**config.mk**
```make
export PLATFORM = sky130hd
export DESIGN_NAME = dma_request_striper
export DESIGN_NICKNAME = d
export VERILOG_FILES = /design/src/hdl/drs_pkg.sv /design/src/hdl/dma_request_striper.sv
export SDC_FILE = /design/constraint.sdc
export NUM_CORES = 1
export LEC_CHECK = 0
export ABC_AREA = 1
export BUFFER_PORTS_ARGS = -buffer_cell sky130_fd_sc_hd__buf_2
export CELL_PAD_IN_SITES_DETAIL_PLACEMENT = 0
export CELL_PAD_IN_SITES_GLOBAL_PLACEMENT = 1
export CORE_MARGIN = 2
export CORE_UTILIZATION = 45
export CTS_CLUSTER_SIZE = 40
export DETAILED_ROUTE_END_ITERATION = 16
export MAX_ROUTING_LAYER = met4
export PLACE_DENSITY_LB_ADDON = 0.1
export SYNTH_ARGS = -nofsm -noshare
export SYNTH_HDL_FRONTEND = slang
export SYNTH_SLANG_ARGS = --single-unit
```
**constraint.sdc**
```tcl
create_clock -name clk -period 36.7 [get_ports clk]
set_input_delay 7.34 -clock clk [delete_from_list [all_inputs] [get_ports clk]]
set_output_delay 7.34 -clock clk [all_outputs]
set_load 0.05 [all_outputs]
```
**src/hdl/drs_pkg.sv**
```systemverilog
// ----------------------------------------------------------------------------
// drs_pkg
// Shared constants for the request striper: opcode codes and field widths.
// ----------------------------------------------------------------------------
`default_nettype none

package drs_pkg;

  // Slot opcodes
  localparam logic [1:0] OP_READ      = 2'd0;
  localparam logic [1:0] OP_WRITE     = 2'd1;
  localparam logic [1:0] OP_WRITE_IMM = 2'd2;

  // Field widths
  localparam int KEY_W   = 64;
  localparam int OFS_W   = 48;
  localparam int LEN_W   = 32;
  localparam int IMM_W   = 32;
  localparam int SLOT_W  = 8;
  localparam int QIDX_W  = 2;
  localparam int PIECE_W = 21;
  localparam int QCNT_W  = 3;
  localparam int CIS_W   = 7;
  localparam int SEQ_W   = 4;

endpackage

`default_nettype wire

```
**src/hdl/dma_request_striper.sv**
```systemverilog
// ----------------------------------------------------------------------------
// dma_request_striper
// Cuts transfer requests into chunks, stripes each chunk over the queue pairs
// and groups chunks into context slots.
// ----------------------------------------------------------------------------
// Usage:
//   Input channel (in_valid/in_ready) takes one request. Output channel
//   (out_valid/out_ready) returns queue_count elements per chunk, chunk by
//   chunk; last marks the final element of a request. A request of more than
//   MAX_CHUNKS chunks returns one element with too_long set and changes no
//   slot state.
//   cfg_write/cfg_data set queue_count; write it only while the block idles.
//   Sequence: in_ready is high only in the idle state. A request is planned
//   at one chunk of slot bookkeeping per cycle; then each chunk passes through
//   a setup state, the divider over a dividend of DW = clog2(MAX_CHUNK_LEN+1)+1
//   bits (22 at the default) and queue_count emitted elements. The per-queue
//   share comes from a one-bit-per-cycle restoring divider shared by all
//   chunks. A dropped request goes from idle to the drop state and back.
//   The output register holds a transfer while out_ready is low; emission
//   stalls with it and resumes one element per cycle.
//   Reset: synchronous, clears the slot counters, closes any open slot and
//   sets queue_count to 1.
// ----------------------------------------------------------------------------
`default_nettype none

module dma_request_striper
  import drs_pkg::*;
#(
  parameter int MAX_CHUNK_LEN = 1048576,
  parameter int MAX_BATCH     = 64,
  parameter int SLOT_RING     = 256,
  parameter int QUEUE_MAX     = 4,
  parameter int MAX_CHUNKS    = 8
) (
  input  wire                      clk,
  input  wire                      rst,
  // configuration
  input  wire                      cfg_write,
  input  wire [QCNT_W-1:0]         cfg_data,
  // request channel
  input  wire                      in_valid,
  output logic                     in_ready,
  input  wire [1:0]                cmd,
  input  wire [KEY_W-1:0]          local_key,
  input  wire [KEY_W-1:0]          remote_key,
  input  wire [OFS_W-1:0]          target_base,
  input  wire [OFS_W-1:0]          source_base,
  input  wire [LEN_W-1:0]          byte_count,
  input  wire signed [IMM_W-1:0]   immediate_value,
  input  wire                      final_request,
  // element channel
  output logic                     out_valid,
  input  wire                      out_ready,
  output logic [SLOT_W-1:0]        slot_index,
  output logic [QIDX_W-1:0]        queue_index,
  output logic [PIECE_W-1:0]       piece_length,
  output logic [KEY_W-1:0]         local_key_out,
  output logic [KEY_W-1:0]         remote_key_out,
  output logic [OFS_W-1:0]         target_ofs,
  output logic [OFS_W-1:0]         source_ofs,
  output logic [1:0]               slot_opcode,
  output logic signed [IMM_W-1:0]  immediate_out,
  output logic                     slot_closes,
  output logic                     last,
  output logic                     too_long
);

  // Derived sizes
  localparam int CLW = $clog2(MAX_CHUNK_LEN + 1);     // chunk length bits
  localparam int DW  = CLW + 1;                       // dividend bits
  localparam int DCW = $clog2(DW + 1);                // divider step count bits
  localparam int RW  = CLW + 3;                       // queue start bits
  localparam int CIW = (MAX_CHUNKS > 1) ? $clog2(MAX_CHUNKS) : 1;
  localparam longint LIMIT = longint'(MAX_CHUNKS) * longint'(MAX_CHUNK_LEN);

  // State codes
  localparam logic [2:0] S_IDLE  = 3'd0;
  localparam logic [2:0] S_PLAN  = 3'd1;
  localparam logic [2:0] S_CHUNK = 3'd2;
  localparam logic [2:0] S_DIV   = 3'd3;
  localparam logic [2:0] S_EMIT  = 3'd4;
  localparam logic [2:0] S_DROP  = 3'd5;

  logic [2:0]          state;

  // Configuration and slot state
  logic [QCNT_W-1:0]   nq;
  logic [SLOT_W-1:0]   next_slot;
  logic [CIS_W-1:0]    chunks_in_slot;
  logic                slot_open;
  logic [SLOT_W-1:0]   current_slot;

  // Request context
  logic [1:0]          req_cmd;
  logic [KEY_W-1:0]    req_lkey;
  logic [KEY_W-1:0]    req_rkey;
  logic [IMM_W-1:0]    req_imm;
  logic                req_fin;
  logic [OFS_W-1:0]    tchunk;
  logic [OFS_W-1:0]    schunk;
  logic [LEN_W-1:0]    plan_remain;
  logic [LEN_W-1:0]    emit_remain;

  // Per-chunk plan
  logic [SLOT_W-1:0]   c_slot  [MAX_CHUNKS];
  logic                c_close [MAX_CHUNKS];
  logic [SEQ_W-1:0]    c_seq   [MAX_CHUNKS];
  logic [SEQ_W-1:0]    seq;
  logic [SEQ_W-1:0]    final_seq;
  logic [CIW-1:0]      pc;
  logic [CIW-1:0]      last_chunk;
  logic [CIW-1:0]      chunk;

  // Shared divider and emit counters
  logic [CLW-1:0]      clen;
  logic [DW-1:0]       dvd;
  logic [QCNT_W-1:0]   rem;
  logic [DCW-1:0]      div_cnt;
  logic [RW-1:0]       rel;
  logic [QCNT_W-1:0]   q;

  // Combinational helpers
  logic                over_limit;
  logic                plan_tail;
  logic                call_tail;
  logic                open_now;
  logic [SEQ_W-1:0]    seq_new;
  logic [CIS_W-1:0]    cis_inc;
  logic                close_now;
  logic [SLOT_W-1:0]   next_slot_wrap;
  logic [CLW-1:0]      clen_cur;
  logic [QCNT_W:0]     rem_sh;
  logic                div_ge;
  logic [CLW-1:0]      share;
  logic [RW-1:0]       diff;
  logic [CLW-1:0]      elem_len;
  logic [1:0]          chunk_op;
  logic                out_free;
  logic                emit_fire;
  logic                q_last;

  assign in_ready  = (state == S_IDLE);
  assign out_free  = !out_valid || out_ready;
  assign emit_fire = out_free && ((state == S_EMIT) || (state == S_DROP));

  // Size check against the chunk limit
  assign over_limit = {3'b000, byte_count} > 35'(LIMIT);

  // Slot bookkeeping for the chunk under planning
  assign plan_tail      = plan_remain <= LEN_W'(MAX_CHUNK_LEN);
  assign call_tail      = req_fin && plan_tail;
  assign open_now       = !slot_open;
  assign seq_new        = open_now ? seq + 1'b1 : seq;
  assign cis_inc        = (open_now ? '0 : chunks_in_slot) + 1'b1;
  assign close_now      = call_tail || (cis_inc >= CIS_W'(MAX_BATCH));
  assign next_slot_wrap = (next_slot == SLOT_W'(SLOT_RING - 1)) ? '0 : next_slot + 1'b1;

  // Chunk length from the bytes still to go
  assign clen_cur = (emit_remain < LEN_W'(MAX_CHUNK_LEN)) ? CLW'(emit_remain)
                                                          : CLW'(MAX_CHUNK_LEN);

  // Restoring divider step
  assign rem_sh = {rem, dvd[DW-1]};
  assign div_ge = rem_sh >= {1'b0, nq};

  // Element length for queue q
  assign share    = dvd[CLW-1:0];
  assign diff     = RW'(clen) - rel;
  assign elem_len = (rel >= RW'(clen))     ? '0 :
                    (diff < RW'(share))    ? CLW'(diff) : share;
  assign q_last   = (q == nq - 1'b1);

  // Opcode of the current chunk's slot
  always_comb begin
    unique case (req_cmd)
      OP_WRITE_IMM: chunk_op = (req_fin && c_seq[chunk] == final_seq && final_seq != '0)
                               ? OP_WRITE_IMM : OP_WRITE;
      OP_WRITE:     chunk_op = OP_WRITE;
      default:      chunk_op = OP_READ;
    endcase
  end

  // Sequencer
  always_ff @(posedge clk) begin
    if (rst) begin
      state          <= S_IDLE;
      nq             <= QCNT_W'(1);
      next_slot      <= '0;
      chunks_in_slot <= '0;
      slot_open      <= 1'b0;
      current_slot   <= '0;
      out_valid      <= 1'b0;
    end else begin
      // configuration: clamp into 1..QUEUE_MAX
      if (cfg_write) begin
        if (cfg_data == '0) begin
          nq <= QCNT_W'(1);
        end else if (int'(cfg_data) > QUEUE_MAX) begin
          nq <= QCNT_W'(QUEUE_MAX);
        end else begin
          nq <= cfg_data;
        end
      end

      // load a new output transfer, or drop the old one once taken
      if (emit_fire) begin
        out_valid <= 1'b1;
      end else if (out_ready) begin
        out_valid <= 1'b0;
      end

      unique case (state)
        S_IDLE: begin
          if (in_valid) begin
            req_cmd     <= cmd;
            req_lkey    <= local_key;
            req_rkey    <= remote_key;
            req_imm     <= immediate_value;
            req_fin     <= final_request;
            tchunk      <= target_base;
            schunk      <= source_base;
            plan_remain <= byte_count;
            emit_remain <= byte_count;
            seq         <= '0;
            final_seq   <= '0;
            pc          <= '0;
            chunk       <= '0;
            state       <= over_limit ? S_DROP : S_PLAN;
          end
        end

        S_PLAN: begin
          // one chunk of slot bookkeeping per cycle
          if (open_now) begin
            current_slot <= next_slot;
            next_slot    <= next_slot_wrap;
          end
          c_slot[pc]     <= open_now ? next_slot : current_slot;
          c_close[pc]    <= close_now;
          c_seq[pc]      <= seq_new;
          seq            <= seq_new;
          slot_open      <= !close_now;
          chunks_in_slot <= close_now ? '0 : cis_inc;
          if (call_tail) begin
            final_seq <= seq_new;
          end
          if (plan_tail) begin
            last_chunk <= pc;
            state      <= S_CHUNK;
          end else begin
            plan_remain <= plan_remain - LEN_W'(MAX_CHUNK_LEN);
            pc          <= pc + 1'b1;
          end
        end

        S_CHUNK: begin
          // load the divider with ceil(clen / nq) setup
          clen    <= clen_cur;
          dvd     <= DW'(clen_cur) + DW'(nq) - DW'(1);
          rem     <= '0;
          div_cnt <= DCW'(DW);
          state   <= S_DIV;
        end

        S_DIV: begin
          // one quotient bit per cycle
          rem     <= div_ge ? QCNT_W'(rem_sh - {1'b0, nq}) : rem_sh[QCNT_W-1:0];
          dvd     <= {dvd[DW-2:0], div_ge};
          div_cnt <= div_cnt - 1'b1;
          if (div_cnt == DCW'(1)) begin
            rel   <= '0;
            q     <= '0;
            state <= S_EMIT;
          end
        end

        S_EMIT: begin
          if (out_free) begin
            slot_index     <= c_slot[chunk];
            queue_index    <= q[QIDX_W-1:0];
            piece_length   <= PIECE_W'(elem_len);
            local_key_out  <= req_lkey;
            remote_key_out <= req_rkey;
            target_ofs     <= tchunk + OFS_W'(rel);
            source_ofs     <= schunk + OFS_W'(rel);
            slot_opcode    <= chunk_op;
            immediate_out  <= (chunk_op == OP_WRITE_IMM) ? req_imm : '0;
            slot_closes    <= c_close[chunk] && q_last;
            last           <= q_last && (chunk == last_chunk);
            too_long       <= 1'b0;
            rel            <= rel + RW'(share);
            q              <= q + 1'b1;
            if (q_last) begin
              if (chunk == last_chunk) begin
                state <= S_IDLE;
              end else begin
                chunk       <= chunk + 1'b1;
                tchunk      <= tchunk + OFS_W'(MAX_CHUNK_LEN);
                schunk      <= schunk + OFS_W'(MAX_CHUNK_LEN);
                emit_remain <= emit_remain - LEN_W'(MAX_CHUNK_LEN);
                state       <= S_CHUNK;
              end
            end
          end
        end

        S_DROP: begin
          // single flagged transfer, slot state untouched
          if (out_free) begin
            slot_index     <= '0;
            queue_index    <= '0;
            piece_length   <= '0;
            local_key_out  <= '0;
            remote_key_out <= '0;
            target_ofs     <= '0;
            source_ofs     <= '0;
            slot_opcode    <= OP_READ;
            immediate_out  <= '0;
            slot_closes    <= 1'b0;
            last           <= 1'b1;
            too_long       <= 1'b1;
            state          <= S_IDLE;
          end
        end

        default: begin
          state <= S_IDLE;
        end
      endcase
    end
  end

  // Checks
  a_one_request: assert property (@(posedge clk) disable iff (rst)
    in_valid && in_ready |=> !in_ready)
    else $error("request accepted while another is in flight");

  a_queue_range: assert property (@(posedge clk) disable iff (rst)
    state == S_EMIT |-> q < nq && nq != '0)
    else $error("queue counter outside the configured count");

  a_div_rem: assert property (@(posedge clk) disable iff (rst)
    state == S_DIV |-> rem < nq)
    else $error("divider remainder not below the divisor");

  a_close_on_tail: assert property (@(posedge clk) disable iff (rst)
    out_valid && slot_closes |-> queue_index == QIDX_W'(nq - 1'b1))
    else $error("slot closes on an element other than the last queue");

endmodule

`default_nettype wire
```
# == Yosys cells after proc, flatten, opt, wreduce, memory -nomap -nowiden ==
# Memories as Yosys holds them, arrays and structs flattened. A register that Yosys moved wholly into a read port is not among the register bits.
# Index checks and enable logic that the tools add are counted.
# op_classes
n_addsub,19
magnitude_cmp,8
n_eq_ne,22
mux,99
bitwise,2
reduce_logical,32
# op_table
op,n
$mux 48,11
$pmux 48 s2,4
$mux 32,8
$pmux 64 s2,2
$mux 64,3
$pmux 32 s2,3
$mux 21,5
$add 48x21->48 const B,2
$add 48x24->48,2
$sub 32x21->32 const B,2
$mux 3,20
$mux 24,2
$pmux 24 s2,1
$pmux 22 s2,1
$pmux 21 s2,1
$gt 32x24->1 const B,1
$le 32x21->1 const B,1
$lt 32x21->1 const B,1
$mux 8,4
$add 24x21->24,1
$ge 24x21->1,1
$lt 24x21->1,1
$pmux 3 s2,4
$sub 21x24->24,1
other kinds (43),100
# word_totals
regBits,741
ramBits,104
output_inout_bits,294
elab_cells,224
n_memories,3
# mem_list
name,depth,word_bits,rd,rd_ports_with_merged_regs,write_ports,line,rtl
c_slot,8,8,1,1,1,dma_request_striper.sv:105,logic [SLOT_W-1:0] c_slot [MAX_CHUNKS];
c_seq,8,4,1,1,1,dma_request_striper.sv:107,logic [SEQ_W-1:0] c_seq [MAX_CHUNKS];
c_close,8,1,1,1,1,dma_request_striper.sv:106,logic c_close [MAX_CHUNKS];

# == Logic depth before layout (Yosys ltp) ==
# depth
depth_word,9
depth_mapped,27
mapped_depth_nobuf,26

# == Worst setup path before layout ==
# Ideal clock, no wire load.
# synth_path
path_type,input-to-reg
start,in rst
end,reg immediate_out[0] (enable)
arrival_ns,27.210
required_time_ns,35.397
slack_ns,8.187
path_stages,2
path_cell_list,clkbuf_1 nor3_1
# synth_via
elab_chain_len,2
# synth_lines
element,line,rtl
start: declaration,dma_request_striper.sv:36,"input wire rst,"
$not 1->1 (no line),n/a,
$reduce_and 4->1 (no line),n/a,
end signal: assignment,dma_request_striper.sv:287,immediate_out <= (chunk_op == OP_WRITE_IMM) ? req_imm : '0;
end: declaration,dma_request_striper.sv:62,"output logic signed [IMM_W-1:0] immediate_out,"
# Every way passes these cells.
# A chain may end at the register's enable or synchronous reset.

# == Worst setup path in the final report ==
# layout_path
start,in rst
end,reg source_ofs[18] (enable)
# layout_via
elab_chain_len,2
# layout_lines
element,line,rtl
$not 1->1 (no line),n/a,
$reduce_and 4->1 (no line),n/a,
end signal: assignment,dma_request_striper.sv:285,source_ofs <= schunk + OFS_W'(rel);
end: declaration,dma_request_striper.sv:60,"output logic [OFS_W-1:0] source_ofs,"
# Every way passes these cells.

==> metrics.md <==
| Metric | Value |
|---|---|
| Starting DRC count in detailed routing | 2362 |
| Post-Syn Instances | around 4.2k |
| Largest cells by area after synthesis | edfxtp_1 (59%), nand2_1 (8.0%), inv_1 (5.3%), ha_1 (4.6%), nor2_1 (4.5%) |
| Pre-antenna DRT Iters | 5 |
| H-Tree Depth | 3 |
| Synth area leader | edfxtp_1 |
| Critical path's slowest cell | buf_4 |
| Most used cell along the critical path | buf_4 |
| Synth-to-Final Area Change | 17.7% |
| Actual slew at the worst max-slew pin | 1.27 ns |
| Std cell rows | roughly 110 |
| Primary FF master, synth | edfxtp_1 |
| Synth Cell Area | 0.0414 mm² |
| FF-to-FF setup slack | 31.71 ns |
| Setup_tns | 0 ns |
| Post-Synth XOR/XNOR Area | 2.35% |
| Leakage | about 21 nW |
| Final ANT Viol Nets | 0 |
| Synth top area share | about three fifths |
| Port bufs | 592 |
| DPL Wire Length | 92500 µm |
| Arrival time worst endpoint | around 12 ns |
| Final setup fails | 0 |
| Worst Path Required | 36.97 ns |
| Fill count | 8425 |
| WHS Path Cells | 2 |
| Die Area | 0.0944 mm² |
| Share of cells above drive strength 1 | 17.2% |
| Final nets | 5237 |
| Post-Syn Nets | between 4k and 5k |
| VDD IR max | 0.0431 mV |
| Post-CTS sizing | 0 |
| Distinct cell type count after synthesis | between 50 and 60 |
| Design Power | 0.00328 W |
| Pin count of the biggest net entering global routing | 164 |
| Post-synthesis sequential area ratio | 60.7% |
| CTS tree | built |
| CTS Sinks | 848 |
| CTS Buf Count | 92 |
| Worst Setup Path Type | in -> reg |
| Critical R2R Launch | state[2]$_SDFFE_PP0P_ |
| Slew Viols, Final | 0 |
| Yosys reg bits | 848 |
| Fin crit period | around 11 ns |
| Hold Path End | current_slot[6]$_SDFFE_PP0P_ |
| Worst r2r dst | source_ofs[18]$_SDFFCE_PP0P_ |
| Avg Inst Size Synth | approximately 10 µm² |
| Vias/cell | 5.09 |
| Clock transition at path regs | 0.06 ns |
| Setup Buffers After CTS | 0 |
| Number of synthesized flops with an enable pin | 814 |
| Ys async rst share | 0% |
| Root buffer cell | clkbuf_16 |
| Final GP Congestion | between 0.9 and 1 |
| Initial antenna violation count | 28 |
| Hold Vio Cnt, Final | 0 |
| Total track usage | 26.3% |
| Clock Latency Late Sink | between 0.6 and 0.7 ns |
| Hold Path Origin | current_slot[6]$_SDFFE_PP0P_ |
| Setup Skew | 0.0432 ns |
| DRC | 0 |
| YS warnings | 0 |
| Worst r2r path cells | 8 |
| Multiplexer area fraction after synthesis | 0% |
| Vias in the first global route | approximately 29k |
| Max-slew headroom | 15.1% |
| Period Utilization, post-route | a little under a third |
| Slowest Stage Delay on Critical Path | 0.95 ns |
| Max-Cap Viols | 0 |
| First-pass GRT wire length | 180000 µm |
| Power per cell area | 67.4 mW/mm² |
| Simple-Gate Fraction of Synth Area | 16.9% |
| Max Root-Sink Buffers | 3 |
| Worst setup SP type | input pin |
| Hold/Removal Path Class | reg -> reg |
| Status | completed |
| Nature of the critical path endpoint | flop |
| Io pins | 593 |
| Final Core Density | 53.3% |
| DR WL/cell | 20.4 µm |
| Synth Area in Adders | under 10% |
| Die boundary height | 307 µm |
| Core footprint | 0.0914 mm² |
| Compound-Gate Fraction of Synth Area | 8.63% |
| Routed vias | 30.8k |
| Remaining Overflow, GRT | 0 |
| Worst-path fanout max | 81 |
| Largest family of logic cells by synthesized area | simple AND/OR/NAND/NOR gates |
| Initial Util | 45.3% |
| Post-cts hold buffer count | 0 |
| Final Routed Wirelength | around 120000 µm |
| F_max | 0.0888 GHz |
| Critical Path, Cell by Cell | buf_2 -> nor3_2 -> buf_4 -> buf_4 -> buf_4 -> buf_4 |
| RSZ-0062 raised after global routing | no |
| DIE WIDTH | 307 µm |
[per-layer routing]
layer | up-vias | wire length, µm | GRT usage [%]
met4 | 0 | 3740 | 9.59
met1 | 14499 | 53200 | 34.1
li1 | 15284 | - | -
met3 | 169 | 7170 | 4.37
met5 | - | 0 | -
met2 | 895 | 59600 | 42.0
[how the worst max path moves through the flow]
stage,endpoint,depth (start not counted),start
5_1_grt,source_ofs[21]$_SDFFCE_PP0P_,6,rst
3_5_place_dp,target_ofs[12]$_SDFFCE_PP0P_,6,rst
6_report,source_ofs[18]$_SDFFCE_PP0P_,6,rst
4_1_cts,target_ofs[15]$_SDFFCE_PP0P_,6,rst
2_1_floorplan,immediate_out[0]$_SDFFCE_PP0P_,2,rst
3_3_place_gp,target_ofs[11]$_SDFFCE_PP0P_,6,rst
[metrics by stage]
step                      cell area (µm²)  worst slack [ns]  std cells  hold slack (ns)
after floorplan                     41400              8.19       4165            0.425
after global placement              45700             24.75       5872            0.450
after detailed placement            45700             24.72       5872            0.455
after CTS                           48600             25.43       6038            0.465
after global routing                48700             25.09       6057            0.495
final                               48700             25.44       6060            0.463
[cells in the final DEF (no fill, tap or decap), types with 25 or more instances in the layout]
master	instances
nand2_1	878
edfxtp_1	814
buf_2	592
inv_1	585
nor2_1	494
o21ai_0	280
a21oi_1	253
ha_1	152
nand3_1	119
clkbuf_16	92
xor2_1	65
nor3_1	60
xnor2_1	44
nand4_1	36
nor2_2	34
dfxtp_1	34
buf_4	31
a31oi_1	25
[registers in the layout, summed over array words and instances (netlist names), 22 cells and up, named ones only]
| name | flops |
|---|---|
| req_lkey | 64 |
| immediate_out | 32 |
| emit_remain | 32 |
| target_ofs | 48 |
| tchunk | 48 |
| c_slot | 64 |
| c_seq | 32 |
| source_ofs | 48 |
| remote_key_out | 64 |
| schunk | 48 |
| plan_remain | 32 |
| rel | 24 |
| local_key_out | 64 |
| req_rkey | 64 |
| dvd | 22 |
| req_imm | 32 |
[power by group]
part / leakage, nW / switching (W) / internal (W)
logic: 11.8 / 0.000717 / 0.000262
clock network: 1.41 / 0.000405 / 0.000511
registers: 7.81 / 0.0000964 / 0.00129
[final cells by class]
cell class,instances,area (µm²),share of cell area [%]
Clock inverter,52,582,1.20
Timing Repair Buffer,624,3220,6.60
Antenna cell,22,55.1,0.113
Sequential cell,848,25100,51.6
Clock buffer,114,2380,4.90
Tap cell,1186,1480,3.05
Inverter,592,2230,4.58
Multi-Input combinational cell,2622,13600,28.0
[worst max-delay path: cells and delay by family]
| kind | cells | cell delay [ns] |
|---|---|---|
| buffers and inverters | 5 | 3.69 |
| and+or+nand+nor | 1 | 0.25 |
[kinds of logic after synthesis]
group | after synthesis
xor+xnor | 110
compound gates | 661
simple gates | 1693
fa+ha+maj | 158
buf+inv | 695
flops | 848
[Yosys cell counts, types with 11 or more instances]
cell	number
or2_2	11
nand3_1	119
o21ai_0	281
o21a_1	22
nor2_2	36
nand2_1	878
xor2_1	65
a21o_1	16
dfxtp_1	34
a21oi_1	254
nor3_1	67
a31oi_1	25
clkbuf_1	72
o21bai_1	16
nor4_1	20
inv_1	585
xnor2_1	44
buf_2	14
ha_1	152
edfxtp_1	814
nor2_1	495
o22ai_1	12
nand4_1	36
(Power assumes the default switching activity.)
